### src/llsp_pkg.sv
`default_nettype none

package llsp_pkg;

	// Table geometry
	localparam int MAX_SERVERS = 16;
	localparam int JOB_BITS    = 8;
	localparam int IDX_W       = (MAX_SERVERS > 1) ? $clog2(MAX_SERVERS) : 1;
	localparam int PROD_W      = 2 * JOB_BITS;
	localparam logic [JOB_BITS-1:0] JOB_MAX = {JOB_BITS{1'b1}};

	// Operation codes
	localparam logic OP_PICK   = 1'b0;
	localparam logic OP_UPDATE = 1'b1;

	// Server status codes
	localparam logic [1:0] ST_UNKNOWN = 2'd0;
	localparam logic [1:0] ST_ONLINE  = 2'd1;
	localparam logic [1:0] ST_OFFLINE = 2'd2;

	// Configuration register indexes
	localparam logic [1:0] CFG_SERVER_COUNT = 2'd0;
	localparam logic [1:0] CFG_ENABLED_MASK = 2'd1;
	localparam logic [1:0] CFG_INIT_LIMIT   = 2'd2;

	typedef struct packed {
		logic load;
		logic pref_chk;
		logic sweep;
		logic fin_upd;
		logic fin_pick;
	} cmd_t;

	typedef struct packed {
		logic sweep_last;
	} stat_t;

	// Clamp a reported signed count into the job range; zero or below gives zero
	function automatic logic [JOB_BITS-1:0] sat_job(input logic signed [8:0] v);
		logic [31:0] u;
		u = 32'(unsigned'(v));
		if (v[8] || (v == 9'sd0))
			return '0;
		else if (u > 32'(JOB_MAX))
			return JOB_MAX;
		else
			return JOB_BITS'(u);
	endfunction

	// Clamp an unsigned register value into the job range
	function automatic logic [JOB_BITS-1:0] sat_lim(input logic [7:0] v);
		logic [31:0] u;
		u = 32'(v);
		if (u > 32'(JOB_MAX))
			return JOB_MAX;
		else
			return JOB_BITS'(u);
	endfunction

endpackage

`default_nettype wire

### src/llsp_ctrl.sv
`default_nettype none

module llsp_ctrl (
	input  wire logic           clk,
	input  wire logic           arst_n,
	input  wire logic           start,
	input  wire logic           op,
	input  wire llsp_pkg::stat_t st,
	output llsp_pkg::cmd_t      cmd,
	output logic                busy,
	output logic                done
);

	localparam logic [2:0] S_IDLE  = 3'd0;
	localparam logic [2:0] S_UPD   = 3'd1;
	localparam logic [2:0] S_PREF  = 3'd2;
	localparam logic [2:0] S_SWEEP = 3'd3;
	localparam logic [2:0] S_LAST  = 3'd4;
	localparam logic [2:0] S_FIN   = 3'd5;

	logic [2:0] state_q;
	logic [2:0] state_d;
	logic       done_q;

	always_comb begin
		state_d = state_q;
		cmd     = '0;
		case (state_q)
			S_IDLE: begin
				if (start) begin
					cmd.load = 1'b1;
					state_d  = (op == llsp_pkg::OP_UPDATE) ? S_UPD : S_PREF;
				end
			end
			S_UPD: begin
				cmd.fin_upd = 1'b1;
				state_d     = S_IDLE;
			end
			S_PREF: begin
				cmd.pref_chk = 1'b1;
				state_d      = S_SWEEP;
			end
			S_SWEEP: begin
				cmd.sweep = 1'b1;
				if (st.sweep_last)
					state_d = S_LAST;
			end
			S_LAST: begin
				state_d = S_FIN;
			end
			S_FIN: begin
				cmd.fin_pick = 1'b1;
				state_d      = S_IDLE;
			end
			default: begin
				state_d = S_IDLE;
			end
		endcase
	end

	always_ff @(posedge clk or negedge arst_n) begin
		if (!arst_n) begin
			state_q <= S_IDLE;
			done_q  <= 1'b0;
		end else begin
			state_q <= state_d;
			done_q  <= cmd.fin_upd | cmd.fin_pick;
		end
	end

	assign busy = (state_q != S_IDLE);
	assign done = done_q;

`ifndef SYNTH
	a_done_src: assert property (@(posedge clk) disable iff (!arst_n)
		done_q |-> ($past(state_q) == S_UPD || $past(state_q) == S_FIN))
		else $error("result strobe without a finishing state");
	a_accept_leaves_idle: assert property (@(posedge clk) disable iff (!arst_n)
		(start && !busy) |=> (state_q == S_UPD || state_q == S_PREF))
		else $error("accepted request did not start work");
	a_sweep_end: assert property (@(posedge clk) disable iff (!arst_n)
		(state_q == S_SWEEP && st.sweep_last) |=> (state_q == S_LAST))
		else $error("sweep did not close after the last entry");
`endif

endmodule

`default_nettype wire

### src/llsp_dp.sv
`default_nettype none

module llsp_dp (
	input  wire logic                 clk,
	input  wire logic                 arst_n,
	input  wire logic                 cfg_we,
	input  wire logic [1:0]           cfg_addr,
	input  wire logic [15:0]          cfg_data,
	input  wire logic                 has_preferred,
	input  wire logic [3:0]           preferred_index,
	input  wire logic [3:0]           target_index,
	input  wire logic [1:0]           new_status,
	input  wire logic signed [8:0]    running_jobs,
	input  wire logic signed [8:0]    job_limit,
	input  wire llsp_pkg::cmd_t       cmd,
	output llsp_pkg::stat_t           st,
	output logic                      found,
	output logic [3:0]                chosen_index
);

	localparam int JB = llsp_pkg::JOB_BITS;
	localparam int IW = llsp_pkg::IDX_W;
	localparam int PW = llsp_pkg::PROD_W;
	localparam int NS = llsp_pkg::MAX_SERVERS;

	// Configuration; the initial limit lives only in the table it loads
	logic [4:0]  count_q;
	logic [15:0] mask_q;

	// Server table
	logic [1:0]    status_q  [NS];
	logic [JB-1:0] running_q [NS];
	logic [JB-1:0] limit_q   [NS];

	// Latched request
	logic              req_pref_q;
	logic [3:0]        req_pidx_q;
	logic [3:0]        req_tidx_q;
	logic [1:0]        req_status_q;
	logic signed [8:0] req_run_q;
	logic signed [8:0] req_lim_q;

	// Sweep and best candidates
	logic [IW-1:0] cnt_q;
	logic          pref_ok_q;
	logic          on_have_q, unk_have_q;
	logic [IW-1:0] on_idx_q, unk_idx_q;
	logic [JB-1:0] on_num_q, on_den_q, unk_num_q, unk_den_q;
	logic          on_s1, unk_s1;
	logic [IW-1:0] idx_s1;
	logic [JB-1:0] num_s1, den_s1;

	logic          found_q;
	logic [3:0]    chosen_q;

	logic [7:0]    n8;
	logic [IW-1:0] rd_idx;
	logic [1:0]    rd_status;
	logic [JB-1:0] rd_run, rd_lim;
	logic [63:0]   mask_ext;
	logic          rd_avail;
	logic          tgt_ok;
	logic          sel_have;
	logic [JB-1:0] sel_num, sel_den;
	logic [PW-1:0] lhs, rhs;
	logic          take;

	assign n8 = (8'(count_q) > 8'(NS)) ? 8'(NS) : 8'(count_q);

	// One read port: the preferred entry during the check, else the sweep entry
	assign rd_idx    = cmd.pref_chk ? IW'(req_pidx_q) : cnt_q;
	assign rd_status = status_q[rd_idx];
	assign rd_run    = running_q[rd_idx];
	assign rd_lim    = limit_q[rd_idx];
	assign mask_ext  = 64'(mask_q);
	assign rd_avail  = mask_ext[6'(rd_idx)] && (rd_status != llsp_pkg::ST_OFFLINE) &&
		((rd_lim == '0) || (rd_run < rd_lim));

	assign tgt_ok = (8'(req_tidx_q) < n8);
	assign st.sweep_last = (cnt_q == IW'(NS - 1));

	always_ff @(posedge clk or negedge arst_n) begin
		if (!arst_n) begin
			count_q <= 5'd16;
			mask_q  <= 16'hFFFF;
		end else if (cfg_we) begin
			case (cfg_addr)
				llsp_pkg::CFG_SERVER_COUNT: count_q <= cfg_data[4:0];
				llsp_pkg::CFG_ENABLED_MASK: mask_q  <= cfg_data;
				default: ;
			endcase
		end
	end

	always_ff @(posedge clk or negedge arst_n) begin
		if (!arst_n) begin
			for (int i = 0; i < NS; i++) begin
				status_q[i]  <= llsp_pkg::ST_UNKNOWN;
				running_q[i] <= '0;
				limit_q[i]   <= '0;
			end
		end else if (cfg_we && (cfg_addr == llsp_pkg::CFG_INIT_LIMIT)) begin
			for (int i = 0; i < NS; i++)
				limit_q[i] <= llsp_pkg::sat_lim(cfg_data[7:0]);
		end else if (cmd.fin_upd && tgt_ok) begin
			status_q[IW'(req_tidx_q)]  <= req_status_q;
			running_q[IW'(req_tidx_q)] <= llsp_pkg::sat_job(req_run_q);
			if (!req_lim_q[8] && (req_lim_q != 9'sd0))
				limit_q[IW'(req_tidx_q)] <= llsp_pkg::sat_job(req_lim_q);
		end
	end

	always_ff @(posedge clk) begin
		if (cmd.load) begin
			req_pref_q   <= has_preferred;
			req_pidx_q   <= preferred_index;
			req_tidx_q   <= target_index;
			req_status_q <= new_status;
			req_run_q    <= running_jobs;
			req_lim_q    <= job_limit;
		end
	end

	always_ff @(posedge clk or negedge arst_n) begin
		if (!arst_n) begin
			cnt_q <= '0;
			on_s1 <= 1'b0;
			unk_s1 <= 1'b0;
		end else begin
			if (cmd.pref_chk)
				cnt_q <= '0;
			else if (cmd.sweep)
				cnt_q <= cnt_q + IW'(1);
			on_s1  <= cmd.sweep && (8'(cnt_q) < n8) && rd_avail &&
				(rd_status == llsp_pkg::ST_ONLINE);
			unk_s1 <= cmd.sweep && (8'(cnt_q) < n8) && rd_avail &&
				(rd_status == llsp_pkg::ST_UNKNOWN);
		end
	end

	// Load as a fraction; an unlimited server sits at zero
	always_ff @(posedge clk) begin
		idx_s1 <= cnt_q;
		num_s1 <= (rd_lim == '0) ? '0 : rd_run;
		den_s1 <= (rd_lim == '0) ? JB'(1) : rd_lim;
	end

	// Compare the candidate against the best of its own class only
	assign sel_have = on_s1 ? on_have_q : unk_have_q;
	assign sel_num  = on_s1 ? on_num_q : unk_num_q;
	assign sel_den  = on_s1 ? on_den_q : unk_den_q;
	assign lhs      = PW'(num_s1) * PW'(sel_den);
	assign rhs      = PW'(sel_num) * PW'(den_s1);
	assign take     = !sel_have || (lhs < rhs);

	always_ff @(posedge clk or negedge arst_n) begin
		if (!arst_n) begin
			pref_ok_q  <= 1'b0;
			on_have_q  <= 1'b0;
			unk_have_q <= 1'b0;
		end else if (cmd.pref_chk) begin
			pref_ok_q  <= req_pref_q && (8'(req_pidx_q) < n8) && rd_avail &&
				((rd_status == llsp_pkg::ST_ONLINE) || (rd_status == llsp_pkg::ST_UNKNOWN));
			on_have_q  <= 1'b0;
			unk_have_q <= 1'b0;
		end else begin
			if (on_s1 && take)
				on_have_q <= 1'b1;
			if (unk_s1 && take)
				unk_have_q <= 1'b1;
		end
	end

	always_ff @(posedge clk) begin
		if (on_s1 && take) begin
			on_idx_q <= idx_s1;
			on_num_q <= num_s1;
			on_den_q <= den_s1;
		end
		if (unk_s1 && take) begin
			unk_idx_q <= idx_s1;
			unk_num_q <= num_s1;
			unk_den_q <= den_s1;
		end
	end

	always_ff @(posedge clk) begin
		if (cmd.fin_upd) begin
			found_q  <= tgt_ok;
			chosen_q <= 4'd0;
		end else if (cmd.fin_pick) begin
			found_q <= pref_ok_q | on_have_q | unk_have_q;
			if (pref_ok_q)
				chosen_q <= req_pidx_q;
			else if (on_have_q)
				chosen_q <= 4'(on_idx_q);
			else if (unk_have_q)
				chosen_q <= 4'(unk_idx_q);
			else
				chosen_q <= 4'd0;
		end
	end

	assign found        = found_q;
	assign chosen_index = chosen_q;

`ifndef SYNTH
	a_none_is_zero: assert property (@(posedge clk) disable iff (!arst_n)
		cmd.fin_pick |=> (found_q || chosen_q == 4'd0))
		else $error("pick without a server must answer index zero");
`endif

endmodule

`default_nettype wire

### src/least_loaded_server_picker_core.sv
`default_nettype none

// Least loaded server picker.
// Request channel: drive the fields and raise start; the request is taken at
// the rising edge where start is high and busy is low. op selects a pick
// (choose a server for a job) or an update (write one server's status, running
// count and limit). Each request gives one result: found and chosen_index are
// shown for exactly one cycle with done high and are taken at the end of it.
// Flow: an update writes its target entry and then strobes its result; a pick checks
// the preferred entry, then walks all 16 table entries through one shared
// read port and a single cross-multiply comparator (one entry per cycle, the
// comparison working on registered read data) before it strobes its result.
// busy drops during the result cycle, so a new request can be taken then.
// Configuration: cfg_we, cfg_addr, cfg_data write a register; write only while
// idle. Writing the initial job limit reloads every limit.
// Reset (arst_n low) sets count 16, all servers enabled, all entries unknown
// with zero jobs and an unlimited limit. The receiver cannot stall results.

module least_loaded_server_picker_core (
	input  wire logic              clk,
	input  wire logic              arst_n,
	input  wire logic              cfg_we,
	input  wire logic [1:0]        cfg_addr,
	input  wire logic [15:0]       cfg_data,
	input  wire logic              start,
	output logic                   busy,
	input  wire logic              op,
	input  wire logic              has_preferred,
	input  wire logic [3:0]        preferred_index,
	input  wire logic [3:0]        target_index,
	input  wire logic [1:0]        new_status,
	input  wire logic signed [8:0] running_jobs,
	input  wire logic signed [8:0] job_limit,
	output logic                   done,
	output logic                   found,
	output logic [3:0]             chosen_index
);

	llsp_pkg::cmd_t  cmd;
	llsp_pkg::stat_t st;

	// Sequencer: accept, then update, or check the preferred entry and sweep; finish, strobe
	llsp_ctrl u_ctrl (
		.clk    (clk),
		.arst_n (arst_n),
		.start  (start),
		.op     (op),
		.st     (st),
		.cmd    (cmd),
		.busy   (busy),
		.done   (done)
	);

	// Table, configuration, best-candidate tracking and result registers
	llsp_dp u_dp (
		.clk             (clk),
		.arst_n          (arst_n),
		.cfg_we          (cfg_we),
		.cfg_addr        (cfg_addr),
		.cfg_data        (cfg_data),
		.has_preferred   (has_preferred),
		.preferred_index (preferred_index),
		.target_index    (target_index),
		.new_status      (new_status),
		.running_jobs    (running_jobs),
		.job_limit       (job_limit),
		.cmd             (cmd),
		.st              (st),
		.found           (found),
		.chosen_index    (chosen_index)
	);

endmodule

`default_nettype wire
### config.mk
export PLATFORM = sky130hd
export DESIGN_NAME = least_loaded_server_picker_core
export DESIGN_NICKNAME = d
export VERILOG_FILES = /design/src/llsp_pkg.sv /design/src/llsp_ctrl.sv /design/src/llsp_dp.sv /design/src/least_loaded_server_picker_core.sv
export SDC_FILE = /design/constraint.sdc
export NUM_CORES = 1
export LEC_CHECK = 0
export BUFFER_PORTS_ARGS = -buffer_cell sky130_fd_sc_hd__buf_2
export CAP_MARGIN = 20
export CORE_ASPECT_RATIO = 1.5
export CORE_MARGIN = 8
export CORE_UTILIZATION = 67
export CTS_BUF_LIST = sky130_fd_sc_hd__clkbuf_16
export DETAILED_ROUTE_END_ITERATION = 6
export GPL_TIMING_DRIVEN = 0
export PLACE_DENSITY_LB_ADDON = 0.1
export SYNTH_ARGS = -nofsm -noshare
export SYNTH_HDL_FRONTEND = slang
export SYNTH_HIERARCHICAL = 1
export SYNTH_SLANG_ARGS = --single-unit
### constraint.sdc
create_clock -name clk -period 24.8 [get_ports clk]
set_input_delay 2.48 -clock clk [delete_from_list [all_inputs] [get_ports clk]]
set_output_delay 2.48 -clock clk [all_outputs]
set_load 0.01 [all_outputs]
==> results of run 1 <==
## area by class of cell
type / count / area (µm²) / area share
buffer: 121 / 569 / 0.0225
multi-input combinational: 1156 / 11500 / 0.455
tap: 425 / 532 / 0.0210
clock inverter: 25 / 158 / 0.00624
timing repair buffer: 73 / 468 / 0.0185
inverter: 121 / 454 / 0.0180
sequential: 416 / 10700 / 0.422
clock buffer: 37 / 926 / 0.0366
## kinds of logic after synthesis
| family | count (synthesis) | synth area share |
|---|---|---|
| simple gates | 372 | 0.0883 |
| xor+xnor | 27 | 0.0102 |
| fa+ha+maj | 176 | 0.118 |
| flops | 416 | 0.460 |
| compound gates | 263 | 0.0942 |
| buf+inv | 242 | 0.0442 |
| mux | 318 | 0.184 |
## worst paths after layout
| check | start | endpoint | slack [ns] | cells past startpoint |
|---|---|---|---|---|
| setup / recovery | u_dp/on_s1$_DFF_PN0_ | u_dp/on_den_q[6]$_DFFE_PP_ | 16.82 | 24 |
| hold / removal | u_dp/idx_s1[1]$_DFF_P_ | u_dp/unk_idx_q[1]$_DFFE_PP_ | 0.44 | 0 |
| setup reg to reg | u_dp/on_s1$_DFF_PN0_ | u_dp/on_den_q[6]$_DFFE_PP_ | 16.82 | 24 |
| hold reg to reg | u_dp/idx_s1[1]$_DFF_P_ | u_dp/unk_idx_q[1]$_DFFE_PP_ | 0.44 | 0 |
| max in group asynchronous | arst_n | u_dp/running_q[98]$_DFFE_PN0P_ | 21.31 | 3 |
| min in group asynchronous | arst_n | u_dp/limit_q[91]$_DFFE_PN0P_ | 1.91 | 1 |
## metal layers
metal / wire, µm / share of wire / GRT usage
met1: 21600 / 0.36 / 0.331
met2: 31100 / 0.52 / 0.527
met3: 3450 / 0.057 / 0.0434
met4: 3920 / 0.065 / 0.178
met5: 11 / 0.00018 / 0
## flip-flops by register name, indices dropped and copies added (netlist names), 5 cells and up
register and flops:
u_dp/limit_q 128, u_dp/running_q 128, u_dp/status_q 32, u_dp/mask_q 16, u_dp/req_lim_q 9, u_dp/req_run_q 9
u_dp/den_s1 8, u_dp/num_s1 8, u_dp/on_den_q 8, u_dp/on_num_q 8, u_dp/unk_den_q 8, u_dp/unk_num_q 8
u_dp/count_q 5
## metrics by stage
step	hold slack, ns	area, µm²	util	instances
2_1_floorplan	0.404	23200	-	1814
3_3_place_gp	0.406	24000	0.702	2297
3_5_place_dp	0.418	24200	0.707	2310
4_1_cts	0.432	25200	0.739	2372
5_1_grt	0.439	25300	0.739	2374
6_report	0.438	25300	0.739	2374
## cells in the final DEF (no fill, tap or decap), types with 70 or more instances in the layout
cell	count
a221o_1	125
mux2_2	185
fa_1	72
nand2_1	72
buf_2	104
inv_1	133
nor2b_1	116
edfxtp_1	70
dfrtp_1	305
ha_1	104
==> impl_metrics.tcl, run 1 <==
set metrics [dict create \
    max_cap_viol_count 0 \
    finClkSkew_ns 0.0195 \
    via_count 15700 \
    worst_slew_pin_slew_ns 1.29 \
    yosysMostFrequentCell "dfrtp_1" \
    cpMaxStageDelayCell "mux2i_1" \
    wirelength_mm 60.0 \
    cts_tree "built" \
    synthFlopType "dfrtp_1" \
    max_freq_mhz 125 \
    ys_top_cells_by_area "dfrtp_1, edfxtp_1, mux2_2" \
    drc 0 \
    min_path_type "reg2reg" \
    wl_per_cell_um 25.3 \
    syn_avg_cell_area_um2 12.8 \
    drtIter0Drc 1304 \
    grt_overflow 0 \
    crit_top_cell "fa_1" \
    critPathRequiredTime_ns 25.04 \
    tns_ns 0 \
    crit_fanout 15 \
    drive_above_1_share 0.238 \
    place_ws_ns 16.78 \
    ys_warn_count 6 \
    synth.largest_area_cell "dfrtp_1" \
    cp-start-kind "flop" \
    hold_viol 0 \
    grt_pass1_wl_mm 93.4 \
    synth.distinct_cells 70 \
    die_x_um 168 \
    n_antenna_cell 0 \
    finalNetCount 2153 \
    synth_cells 1814 \
    die_height_um 244 \
    cts_resized 0 \
    cts-root-buf "clkbuf_16" \
    post-route-period-util 0.322 \
    clkTransAtPathRegs_ns 0.07 \
    path_cells "buf_2 -> clkbuf_1 -> mux2i_1 -> nor2b_1 -> fa_1 -> fa_1 -> fa_1 -> inv_1 -> fa_1 -> inv_1 -> ha_1 -> a21o_1 -> a31oi_1 -> o21ai_0 -> o41ai_1 -> xnor2_1 -> ha_1 -> nand4_1 -> nor2_1 -> a21oi_1 -> o211a_1 -> o31ai_1 -> a21boi_2 -> buf_8" \
    syn-num-nets 2042 \
    core_region_area_um2 34200 \
    postCtsHoldBufs 0 \
    gr-usage-all-layers 0.296 \
    clk_latency_ns 0.53 \
    hpwl_mm 44.1 \
    n_fill_cell 2289 \
    cts_sinks 416 \
    rsz0062_at_grt "false" \
    ios 59 \
    ant_nets 0 \
    ys_seq_elements 416 \
    grt_max_degree 124 \
    relSlewSlack 0.134 \
    crit_family "adder cells" \
    ys_seq_area_frac 0.460 \
    crit_type "reg2reg" \
    gp_congestion 0.938 \
    syn2layout_area_growth_pct 9.05 \
    vias_per_cell 6.59 \
    drt-pass1-iter-count 6 \
    die_area_um2 40900 \
    async_flop_share 0.774 \
    numPortBuffers 58 \
    synth_edf_count 70 \
    finalWorstSetupSlack_ns 16.82 \
    endpoint_kind "flop" \
    h-tree-depth 2 \
    start_util 0.678 \
    grt_pass1_vias 16800 \
    cts_buffer_depth 3 \
    slew_violations 0 \
    cts_setup_buffers 0 \
    setup_viol 0 \
    synth_top_area_frac 0.329 \
    cts_inserted_buffers 36 \
    cpPeakStageDelay_ns 0.95 \
    status "finished, final reports clean" \
    antenna_found_initial 1 \
    arrival_ns 8.21 \
    period_minus_slack_ns 7.98 \
    synthTopCellsByCount "dfrtp_1, mux2_2, a221o_1, inv_1, nor2b_1" \
    num_rows 83 \
    cp_num_buf_inv 5 \
    syn_area_um2 23200 \
]
Power of run 1 is not shown: default switching activity piles up to over one toggle a cycle in this logic, so the estimate is an artifact.
==> run 2, diff against run 1 <==
- CORE_UTILIZATION: 67 -> 57
- clock period: 24.8 -> 6.9 ns (I/O delays scaled with it)
==> impl_metrics.tcl, run 2 (synthesis results as in run 1) <==
set metrics [dict create \
    status "finished, final reports clean" \
    max_freq_mhz 152 \
    die_x_um 181 \
    slew_violations 0 \
    max_cap_viol_count 0 \
    setup_viol 0 \
    grt_pass1_wl_mm 94.8 \
    period_minus_slack_ns 6.58 \
    start_util 0.576 \
    crit_type "reg2reg" \
    final_cell_mix "dfrtp_1, mux2_2, inv_1, a221o_1, nor2b_1" \
    tns_ns 0 \
    drtIter0Drc 1102 \
    endpoint_kind "flop" \
    final-seq-area_um2 10700 \
    relSlewSlack 0.298 \
    critPathRequiredTime_ns 7.15 \
    crit_family "adder cells" \
    grt_max_degree 130 \
    min_path_type "in2async" \
    worst_slew_pin_slew_ns 1.05 \
    cts_sinks 416 \
    ios 59 \
    gp_congestion 0.907 \
    cp_num_buf_inv 4 \
    clkTransAtPathRegs_ns 0.07 \
    numPortBuffers 58 \
    multiInputGateArea_um2 11700 \
    grt_pass1_vias 16300 \
    n_fill_cell 3093 \
    reg.largest.list "u_dp/limit_q: 128 flops, u_dp/running_q: 128 flops, u_dp/status_q: 32 flops" \
    ant_nets 0 \
    finClkSkew_ns 0.0205 \
    core_region_area_um2 40200 \
    grt_overflow 0 \
    postCtsHoldBufs 0 \
    die_area_um2 47500 \
    drc 0 \
    hpwl_mm 45.0 \
    wl_per_cell_um 24.8 \
    drive_above_1_share 0.265 \
    cpPeakStageDelay_ns 0.55 \
    finalNetCount 2177 \
    clk_latency_ns 0.55 \
    final_common_cell "dfrtp_1" \
    cts_tree "built" \
    cts_inserted_buffers 37 \
    crit_fanout 8 \
    h-tree-depth 2 \
    antenna_found_initial 0 \
    n_antenna_cell 0 \
    syn2layout_area_growth_pct 12.0 \
    cp-start-kind "flop" \
    cpMaxStageDelayCell "fa_1" \
    cts-root-buf "clkbuf_16" \
    gr-usage-all-layers 0.257 \
    crit_top_cell "fa_1" \
    post-route-period-util 0.954 \
    via_count 15600 \
    hold_viol 0 \
    arrival_ns 6.83 \
    cts_buffer_depth 3 \
    wirelength_mm 61.5 \
    drt-pass1-iter-count 6 \
    vias_per_cell 6.27 \
    die_height_um 263 \
    num_rows 90 \
    path_cells "clkbuf_16 -> mux2i_2 -> nor2b_1 -> fa_1 -> fa_1 -> fa_1 -> inv_1 -> fa_1 -> inv_1 -> ha_1 -> nand2_1 -> nand2_1 -> a31oi_1 -> o21ai_0 -> o41ai_1 -> xnor2_1 -> ha_1 -> nand4_1 -> nor2_1 -> a21oi_1 -> o211a_1 -> o31ai_2 -> a21boi_2 -> clkbuf_16" \
]
-- run 2: area by class of cell --
class	count	area share
clock buffers	39	0.0376
flip-flops and latches	416	0.411
well taps	506	0.0244
clock inverters	29	0.00786
inverters	121	0.0175
repair buffers	96	0.0264
plain buffers	121	0.0234
multi-input cells	1156	0.452
-- run 2: worst reg2reg max path: cells and delay by family (launching register included) --
kind	cells	cell delay [ns]
fa+ha+maj	6	2.61
flops	1	0.43
mux	1	0.47
compound gates	7	1.52
simple gates	5	0.43
buf+inv	4	0.51
xor+xnor	1	0.34
-- run 2: per-stage QoR --
step | std cells | setup slack [ns] | util | cell area [µm²] | hold slack (ns)
floorplan | 1814 | 0.0324 | - | 23200 | 0.394
global placement | 2378 | -1.33 | 0.599 | 24100 | 0.405
detailed placement | 2393 | -1.00 | 0.604 | 24300 | 0.414
CTS | 2465 | 0.0225 | 0.638 | 25700 | 0.244
global route | 2484 | -0.0122 | 0.645 | 25900 | 0.273
finish | 2484 | 0.316 | 0.645 | 25900 | 0.218
-- run 2: worst paths after layout --
check	startpoint	end	slack, ns	cells past startpoint
setup / recovery	u_dp/on_s1$_DFF_PN0_	u_dp/on_num_q[4]$_DFFE_PP_	0.32	24
hold / removal	arst_n	u_dp/running_q[23]$_DFFE_PN0P_	0.22	1
setup reg to reg	u_dp/on_s1$_DFF_PN0_	u_dp/on_num_q[4]$_DFFE_PP_	0.32	24
hold reg to reg	u_dp/idx_s1[2]$_DFF_P_	u_dp/unk_idx_q[2]$_DFFE_PP_	0.42	0
max in group asynchronous	arst_n	u_dp/limit_q[28]$_DFFE_PN0P_	5.10	3
min in group clk	target_index[2]	u_dp/req_tidx_q[2]$_DFFE_PP_	0.32	1
-- run 2: what timing repair did --
action | CTS | global route
gates resized for setup | 28 | 24
gates cloned | 0 | 2
setup buffers | 4 | 15
pin swaps | 2 | 11
endpoints found under the setup margin | 41 | 40
-- run 2: layer usage --
layer  part of all wire  vias up  wire length [µm]  GRT usage
li1                   -     6844                 -          -
met1               0.37     7988             23000      0.301
met3              0.055      179              3390     0.0400
met2               0.52      560             31800      0.447
met4              0.054        0              3340      0.146
met5                  0        -                 0          0
Power of run 2 is left out for the same reason.
==> run 3, diff against run 2 <==
- RECOVER_POWER: default -> 100
==> impl_metrics.tcl, run 3 (synthesis results as in run 1) <==
set metrics [dict create \
    die_height_um 263 \
    final_common_cell "dfrtp_1" \
    hold_viol 0 \
    crit_fanout 8 \
    crit_type "reg2reg" \
    grt_pass1_wl_mm 94.8 \
    grt_max_degree 130 \
    violations "max-capacitance violations, max-slew violations" \
    period_minus_slack_ns 6.59 \
    relSlewSlack -2.43 \
    reg2reg_depth 24 \
    max_freq_mhz 152 \
    gr-usage-all-layers 0.257 \
    drive_above_1_share 0.233 \
    via_count 15600 \
    wirelength_mm 61.3 \
    hpwl_mm 45.0 \
    status "finished with violations" \
    worst_slew_pin_slew_ns 5.15 \
    cts_tree "built" \
    grt_overflow 0 \
    place_ws_ns -1.00 \
    ff2ff_setup_slack_ns 0.31 \
    post-route-period-util 0.955 \
    fin_util 0.641 \
    core_region_area_um2 40200 \
    postCtsHoldBufs 0 \
    n_antenna_cell 0 \
    finalNetCount 2177 \
    finClkSkew_ns 0.0215 \
    r2r_start "u_dp/on_s1$_DFF_PN0_" \
    gp_congestion 0.907 \
    clk_latency_ns 0.55 \
    vias_per_cell 6.28 \
    drc 0 \
    critPathRequiredTime_ns 7.14 \
    worstHoldStart "target_index[2]" \
    syn2layout_area_growth_pct 11.3 \
    cts_sinks 416 \
    numPortBuffers 58 \
    ios 59 \
    finalWorstSetupSlack_ns 0.313 \
    setup_viol 0 \
    max_cap_viol_count 3 \
    clkTransAtPathRegs_ns 0.07 \
    min_path_type "in2reg" \
    arrival_ns 6.82 \
    start_util 0.576 \
    cts_buffer_depth 3 \
    cts_inserted_buffers 37 \
    hold_depth 1 \
    grt_pass1_vias 16300 \
    reg.largest.list "u_dp/limit_q: 128 flops, u_dp/running_q: 128 flops, u_dp/status_q: 32 flops" \
    h-tree-depth 2 \
    hold_end "u_dp/req_tidx_q[2]$_DFFE_PP_" \
    wl_per_cell_um 24.7 \
    drtIter0Drc 1197 \
    n_fill_cell 3139 \
    endpoint_kind "flop" \
    num_rows 90 \
    slew_violations 151 \
    cts-root-buf "clkbuf_16" \
    antenna_found_initial 0 \
    die_x_um 181 \
    ant_nets 0 \
    drt-pass1-iter-count 6 \
    r2r_end "u_dp/unk_idx_q[1]$_DFFE_PP_" \
    cp-start-kind "flop" \
    die_area_um2 47500 \
    final_cell_mix "dfrtp_1, mux2_2, inv_1, a221o_1, nor2b_1" \
]
## run 3: cell type report
type                    instances  area [µm²]  area share
multi-input cells            1156       11700       0.453
flip-flops and latches        416       10700       0.414
clock buffers                  39         976      0.0379
well taps                     506         633      0.0246
repair buffers                 96         626      0.0243
plain buffers                 121         546      0.0212
inverters                     121         454      0.0176
clock inverters                29         204     0.00791
## run 3: worst max path at each step
| stage | cells after the start | endpoint | startpoint |
|---|---|---|---|
| final | 24 | u_dp/unk_idx_q[1]$_DFFE_PP_ | u_dp/on_s1$_DFF_PN0_ |
| after global routing | 24 | u_dp/unk_idx_q[2]$_DFFE_PP_ | u_dp/on_s1$_DFF_PN0_ |
| after floorplan | 25 | u_dp/unk_den_q[0]$_DFFE_PP_ | u_dp/on_s1$_DFF_PN0_ |
| after CTS | 26 | u_dp/on_num_q[5]$_DFFE_PP_ | u_dp/on_s1$_DFF_PN0_ |
| after detailed placement | 25 | u_dp/on_den_q[6]$_DFFE_PP_ | u_dp/on_s1$_DFF_PN0_ |
| after global placement | 24 | u_dp/unk_den_q[6]$_DFFE_PP_ | u_dp/on_s1$_DFF_PN0_ |
## run 3: through the flow
| step | TNS [ns] | instance area, µm² | hold WS, ns | std cells |
|---|---|---|---|---|
| finish | 0 | 25800 | 0.315 | 2484 |
| global route | -0.158 | 25800 | 0.307 | 2484 |
| CTS | 0 | 25700 | 0.244 | 2465 |
| detailed placement | -38.09 | 24300 | 0.414 | 2393 |
| global placement | -278.96 | 24100 | 0.405 | 2378 |
| floorplan | 0 | 23200 | 0.394 | 1814 |
## run 3: worst max-delay path: stages, from the launching register on
cell	delay, ns
dfrtp_2	0.43
clkbuf_16	0.19
mux2i_2	0.46
nor2b_1	0.13
fa_1	0.55
fa_1	0.43
fa_1	0.49
inv_1	0.05
fa_1	0.48
inv_1	0.05
ha_1	0.32
nand2_1	0.08
nand2_1	0.05
a31oi_1	0.21
o21ai_0	0.17
o41ai_1	0.39
xnor2_1	0.34
ha_1	0.34
nand4_1	0.10
nor2_1	0.07
a21oi_1	0.12
o211a_1	0.19
o31ai_2	0.10
a21boi_1	0.30
clkbuf_1	0.25
## run 3: timing repair
| item | CTS | global route |
|---|---|---|
| gates cloned | 0 | 2 |
| setup endpoints to repair | 41 | 40 |
| setup buffers | 4 | 15 |
| pin swaps | 2 | 11 |
| resized for setup | 28 | 24 |
## run 3: per-layer routing
metal	share of wire	global-route usage
met1	0.37	0.301
met2	0.51	0.447
met3	0.056	0.0400
met4	0.057	0.146
met5	0	0
Power of run 3 is left out for the same reason.
